[src/rtl/box_blur_3x3_rgb_unit_assert.svh]
// Assertion macros for the 3x3 RGB box blur unit.
// Expects clk and arst_n in the scope where a macro is used.
`ifndef BOX_BLUR_3X3_RGB_UNIT_ASSERT_SVH
`define BOX_BLUR_3X3_RGB_UNIT_ASSERT_SVH

// Consequent holds in the same cycle as the antecedent
`define BBR_ASSERT_NOW(lbl, ante, cons, msg) \
	lbl: assert property (@(posedge clk) disable iff (!arst_n) (ante) |-> (cons)) \
		else $error(msg);

// Consequent holds in the cycle after the antecedent
`define BBR_ASSERT_NEXT(lbl, ante, cons, msg) \
	lbl: assert property (@(posedge clk) disable iff (!arst_n) (ante) |=> (cons)) \
		else $error(msg);

`endif

[src/rtl/bbr_pkg.sv]
// Shared constants, codes and types of the 3x3 RGB box blur unit.
// No dependencies; used by the interfaces and all modules.
`default_nettype none

package bbr_pkg;

	localparam int MAX_WIDTH    = 1024;
	localparam int MAX_HEIGHT   = 1024;
	localparam int MIN_WIDTH    = 3;
	localparam int MIN_HEIGHT   = 1;
	localparam int WIDTH_RESET  = 640;
	localparam int HEIGHT_RESET = 480;

	// pixel ring: two rows plus three pixels
	localparam int STORE_DEPTH = 2 * MAX_WIDTH + 3;
	localparam int ADDR_W      = $clog2(STORE_DEPTH);
	// pixel counts run up to and including the frame size
	localparam int CNT_W       = $clog2(MAX_WIDTH * MAX_HEIGHT + 1);
	// signed linear position of a tap
	localparam int POS_W       = CNT_W + 1;
	// signed tap offset and unwrapped ring address
	localparam int OFF_W       = ADDR_W + 2;

	localparam int DIM_W       = 11;
	localparam int CFG_IDX_W   = 1;
	localparam int COLOR_W     = 8;
	localparam int PIXEL_W     = 3 * COLOR_W;
	localparam int LANES       = 3;
	localparam int TAPS        = 9;
	localparam int SUM_W       = $clog2(TAPS * ((1 << COLOR_W) - 1) + 1);
	localparam int TAP_CNT_W   = $clog2(TAPS + 1);
	localparam int DIV_STEPS   = COLOR_W;
	localparam int DIV_CNT_W   = $clog2(DIV_STEPS);

	typedef enum logic [CFG_IDX_W-1:0] {
		REG_FRAME_WIDTH  = 1'b0,
		REG_FRAME_HEIGHT = 1'b1
	} reg_idx_t;

	typedef enum logic {
		ACT_PUSH  = 1'b0,
		ACT_DRAIN = 1'b1
	} action_t;

	typedef struct packed {
		logic               action;
		logic [COLOR_W-1:0] red_in;
		logic [COLOR_W-1:0] green_in;
		logic [COLOR_W-1:0] blue_in;
	} in_item_t;

	typedef struct packed {
		logic [COLOR_W-1:0] red_out;
		logic [COLOR_W-1:0] green_out;
		logic [COLOR_W-1:0] blue_out;
		logic               frame_end;
	} out_item_t;

	// controller -> datapath
	typedef struct packed {
		logic take;       // input transfer this cycle
		logic tap_start;  // clear accumulators and tap walk
		logic tap_issue;  // read one neighbor
		logic div_step;   // one quotient bit per lane
		logic load_out;   // move result into output register
	} ctrl_cmd_t;

	// datapath -> controller
	typedef struct packed {
		logic skip_item;   // push into a full frame: no work, no result
		logic emit_ok;     // oldest pending result has all its neighbors
		logic tap_last;
		logic div_last;
		logic out_free;
		logic frame_done;  // pending result is the last of the frame
		logic counts_zero;
	} dp_status_t;

endpackage

`default_nettype wire

[src/rtl/bbr_ctrl.sv]
// Sequencer of the box blur: accept, check, nine tap reads, divide, emit.
// Depends on bbr_pkg for command and status structs.
`default_nettype none

module bbr_ctrl (
	input  wire logic                clk,
	input  wire logic                arst_n,
	input  wire logic                in_valid,
	output logic                     in_ready,
	input  var  bbr_pkg::dp_status_t status,
	output bbr_pkg::ctrl_cmd_t       cmd
);
	import bbr_pkg::*;

	typedef enum logic [2:0] {
		ST_IDLE,
		ST_CHECK,
		ST_TAP,
		ST_FLUSH,
		ST_DIV,
		ST_EMIT
	} state_t;

	state_t state_q;

	assign in_ready = (state_q == ST_IDLE);

	// commands decoded from state and status
	always_comb begin
		cmd           = '0;
		cmd.take      = in_valid && (state_q == ST_IDLE);
		cmd.tap_start = (state_q == ST_CHECK) && status.emit_ok;
		cmd.tap_issue = (state_q == ST_TAP);
		cmd.div_step  = (state_q == ST_DIV);
		cmd.load_out  = (state_q == ST_EMIT) && status.out_free;
	end

	// state register
	always_ff @(posedge clk or negedge arst_n) begin
		if (!arst_n) begin
			state_q <= ST_IDLE;
		end else begin
			unique case (state_q)
				ST_IDLE: begin
					if (in_valid) begin
						state_q <= status.skip_item ? ST_IDLE : ST_CHECK;
					end
				end
				ST_CHECK: begin
					state_q <= status.emit_ok ? ST_TAP : ST_IDLE;
				end
				ST_TAP: begin
					if (status.tap_last) begin
						state_q <= ST_FLUSH;
					end
				end
				ST_FLUSH: begin
					state_q <= ST_DIV;
				end
				ST_DIV: begin
					if (status.div_last) begin
						state_q <= ST_EMIT;
					end
				end
				ST_EMIT: begin
					if (status.out_free) begin
						state_q <= ST_IDLE;
					end
				end
				default: begin
					state_q <= ST_IDLE;
				end
			endcase
		end
	end

endmodule

`default_nettype wire

[config.mk]
export PLATFORM = sky130hd
export DESIGN_NAME = bbr_ctrl
export DESIGN_NICKNAME = d
export VERILOG_FILES = /design/src/rtl/box_blur_3x3_rgb_unit_assert.svh /design/src/rtl/bbr_pkg.sv /design/src/rtl/bbr_ctrl.sv
export SDC_FILE = /design/constraint.sdc
export NUM_CORES = 1
export LEC_CHECK = 0
export ABC_AREA = 1
export BUFFER_PORTS_ARGS = -buffer_cell sky130_fd_sc_hd__buf_4
export CORE_AREA = 2 2 39 41
export CTS_CLUSTER_DIAMETER = 50
export DETAILED_ROUTE_END_ITERATION = 10
export DIE_AREA = 0 0 41 43
export PLACE_DENSITY = 0.48
export SLEW_MARGIN = 5
export SYNTH_ARGS = -nofsm -noshare
export SYNTH_HDL_FRONTEND = slang
export SYNTH_SLANG_ARGS = --single-unit
[constraint.sdc]
create_clock -name clk -period 2.35 [get_ports clk]
set_input_delay 0.3525 -clock clk [delete_from_list [all_inputs] [get_ports clk]]
set_output_delay 0.3525 -clock clk [all_outputs]
set_load 0.02 [all_outputs]
-- After elaboration in Yosys (flattened, before gate mapping)
Cells that the tools add are included.
- bits in registers: 3
- input port bits: 10
- output and inout port bits: 6
- logic and storage cells: 22
- equality and inequality tests: 9
- mux-type cells: 7
- reductions and logical operators: 5
- operators by type and width (operator ; number):
    $pmux 3 s6 ; 1
    $mux 3 ; 4
    $ne 2x2->1 const B ; 4
    $eq 3x2->1 const B ; 2
    $eq 3x3->1 const B ; 2
    $reduce_and 4->1 ; 1
    $eq 3x1->1 const B ; 1
    $logic_and 1x1->1 ; 3
    $logic_not 3->1 ; 1
    $mux 2 ; 1
    $mux 1 ; 1

-- Logic depth before layout (Yosys ltp)
- depth in word-level cells: 3
- mapped depth: 7
- mapped depth without buffers: 7

-- Worst setup path before layout
No wires, ideal clock.
- kind: reg-to-output
- start point: register state_q[1]
- end point: output port cmd[0] (netlist name)
- data arrival time: 1.207 ns
- required time: 1.997 ns
- setup slack: 0.791 ns
- cell stages (with the launch flop): 3
- path buffers: 1
- cell sequence: dfrtp_1 > buf_6 > nor4_1
- RTL lines (element ; line ; RTL):
    start, declared ; bbr_ctrl.sv:24 ; state_t state_q;
    start signal, assigned ; bbr_ctrl.sv:46 ; state_q <= status.skip_item ? ST_IDLE : ST_CHECK;
    start signal, assigned ; bbr_ctrl.sv:50 ; state_q <= status.emit_ok ? ST_TAP : ST_IDLE;
    end, declared ; bbr_ctrl.sv:11 ; output bbr_pkg::ctrl_cmd_t cmd

==> run_results.csv <==
group,metric,value,unit
finish,largest_register_ffs,3,
finish,layout.nets,70,
synth,ys_seq_area_share,30.3,%
sta,max_slew_margin,80.4,%
floorplanning,start_util,17.9,%
sta,max_freq,629,MHz
floorplanning,design.die.area,1760,sq um
floorplanning,ios,16,
finish,antennaDiodeCount,0,
cts,clock_latency,0.23,ns
worst_setup_path,cp_cell_sequence,"nor2_2 > inv_1 > nor3_1 > buf_4",
sta,skew,0.00420,ns
sta,hold_viol_final,0,
cts,cts_tree,"yes",
synth,synthDistinctLibCells,12,
synth,yosys.area_share.adder,0,%
cts,clock-sinks,3,
synth,synthMuxAreaShare,0,%
power_and_ir_drop,ir_drop,0.222,mV
finish,largestRegisters,"state_q: 3 flops",
global_routing,grt_pass1_wl,910,um
finish,utilization,28.2,%
finish,final_common_cell,"buf_4",
sta,setup_violations,0,
global_routing,grt.total_usage,8.03,%
synth,synth.avg_cell_area,5.90,sq um
synth,syn-cell-area,248,sq um
floorplanning,std_cell_rows,14,
synth,synth_nets,52,
finish,nFillCells,158,
floorplanning,die_w,41,um
global_routing,antenna_found_initial,0,
outcome,outcome,"finished, final reports clean",
worst_setup_path,cpPeakStageDelay,0.44,ns
routing,wirelength,629,um
worst_setup_path,cp.arrival,1.24,ns
worst_setup_path,critPathMaxFanout,6,
synth,synth_simple_gate_area_share,45.5,%
routing,drtPass1Iterations,4,
global_routing,grt_pass1_vias,247,
synth,synth_seq_cells,3,
global_routing,overflow,0,
worst_setup_path,crit_required,2.00,ns
place,numPortBuffers,13,
synth,yosysWarnings,0,
finish,regMostFlops,"state_q",
finish,design_area,390,sq um
routing,ant_nets,0,
sta,period_needed,1.59,ns
routing,dr_total_vias,305,
cts,cts_htree_levels,1,
sta,setup_tns,0,ns
run,maxCapViolCount,0,
cts,clockBufferDepth,2,
worst_setup_path,cp-end-kind,"output port",
routing,post_drt_wl_per_cell,8.39,um
cts,clkTransAtPathRegs,0.04,ns
sta,tightest_slew,0.294,ns
synth,synthesis.instances,42,
synth,synth_xor_area_share,0,%
cts,cts_buffers,3,
routing,drtIter0Drc,2,
sta,final_max_slew_viol_count,0,
synth,synth_compound_area_share,4.55,%
finish,drive_gt1_share,32.2,%
floorplanning,core_area,1380,sq um
place,hpwl,480,um
routing,avgViaCountPerCell,4.07,
finish,layout_common_cells,"buf_4 (13), nand2_1 (12), inv_1 (9)",
worst_setup_path,worst-setup-path-type,"reg -> out",
place,routabilityCongestion,0.735,
worst_setup_path,start_kind,"register",
global_routing,grt_max_degree,9,
finish,area_growth,57.6,%
cts,cts-root-buf,"clkbuf_4",
place,place_area,354,sq um
floorplanning,die_h,43,um
power_and_ir_drop,p_per_area,1080,nW/um^2
power_and_ir_drop,power.leakage,0.243,nW
routing,drc_errors,0,
synth,synth_top_family_by_area,"simple AND/OR/NAND/NOR gates",
sta,rsz0062_at_grt,"false",
hold_path,hold_class,"in -> reg",
worst_setup_path,worst_path_max_delay_cell,"dfrtp_1",
sta,period_share,67.7,%
-- power by group --
part	total [mW]	leakage, nW	internal, mW	switching (mW)
logic	0.231	0.189	0.0921	0.139
clock network	0.0896	0.0150	0.0636	0.0260
registers	0.101	0.0392	0.0701	0.0313
-- what timing repair did --
| action | in CTS | in global routing |
|---|---|---|
| resized for setup | 0 | 0 |
| setup endpoints to repair | 0 | 0 |
| hold endpoints to repair | 3 | 0 |
| buffers inserted | 0 | 0 |
| hold buffers | 1 | 0 |
-- per-stage QoR --
step	hold WS, ns	power, mW	worst slack [ns]	instances
5_1_grt	0.432	0.466	0.673	75
4_1_cts	0.417	0.432	0.743	75
6_report	0.418	0.422	0.760	75
3_3_place_gp	0.142	0.331	1.01	70
2_1_floorplan	0.0569	0.262	0.791	42
3_5_place_dp	0.143	0.333	0.996	70
-- worst max-delay path: cells and delay by family, from the launching register on --
family / cells / cell delay (ns)
buf+inv: 2 / 0.27
flops: 1 / 0.44
simple gates: 2 / 0.31
-- cells in the mapped netlist --
master    n  share of area [%]
nand2_1  12                 18
inv_1     9                 14
nand3_1   5                 10
nor2_1    5                7.6
dfrtp_1   3                 30
nor2_2    2                5.0
buf_6     1                4.5
inv_2     1                1.5
nor3_1    1                2.0
nor4_1    1                2.5
o21ai_0   1                2.0
o22ai_1   1                2.5
-- cell families (layout without fill, tap and decap cells) --
group                  Yosys count  count (layout)
buffers and inverters           11              28
and+or+nand+nor                 26              26
AOI/OAI and AO/OA                2               2
DFF                              3               3
-- worst paths after layout --
check	slack, ns	cells after the start	from	endpoint
min in group asynchronous	0.45	2	arst_n	state_q[1]
max	0.76	4	state_q[2]	cmd[4]
max in group asynchronous	1.81	2	arst_n	state_q[2]
max reg2reg	1.23	6	state_q[1]	state_q[2]
min reg2reg	0.64	2	state_q[2]	state_q[2]
min	0.42	3	status[5]	state_q[1]
-- per-layer routing --
| metal | share of wire (%) | track usage, % |
|---|---|---|
| met3 | 9.1 | 6.28 |
| met4 | 0 | 2.00 |
| met2 | 45 | 12.2 |
| met5 | 0 | 0 |
| met1 | 46 | 8.36 |
-- cell type report --
class | instances | area, sq um | share of cell area [%]
Clock buffer | 4 | 26.3 | 6.73
Inverter | 10 | 37.5 | 9.62
Multi-Input combinational cell | 28 | 124 | 31.7
Sequential cell | 3 | 75.1 | 19.2
Tap cell | 16 | 20.0 | 5.13
Timing Repair Buffer | 14 | 108 | 27.6
Power figures use the tool's default switching activity.
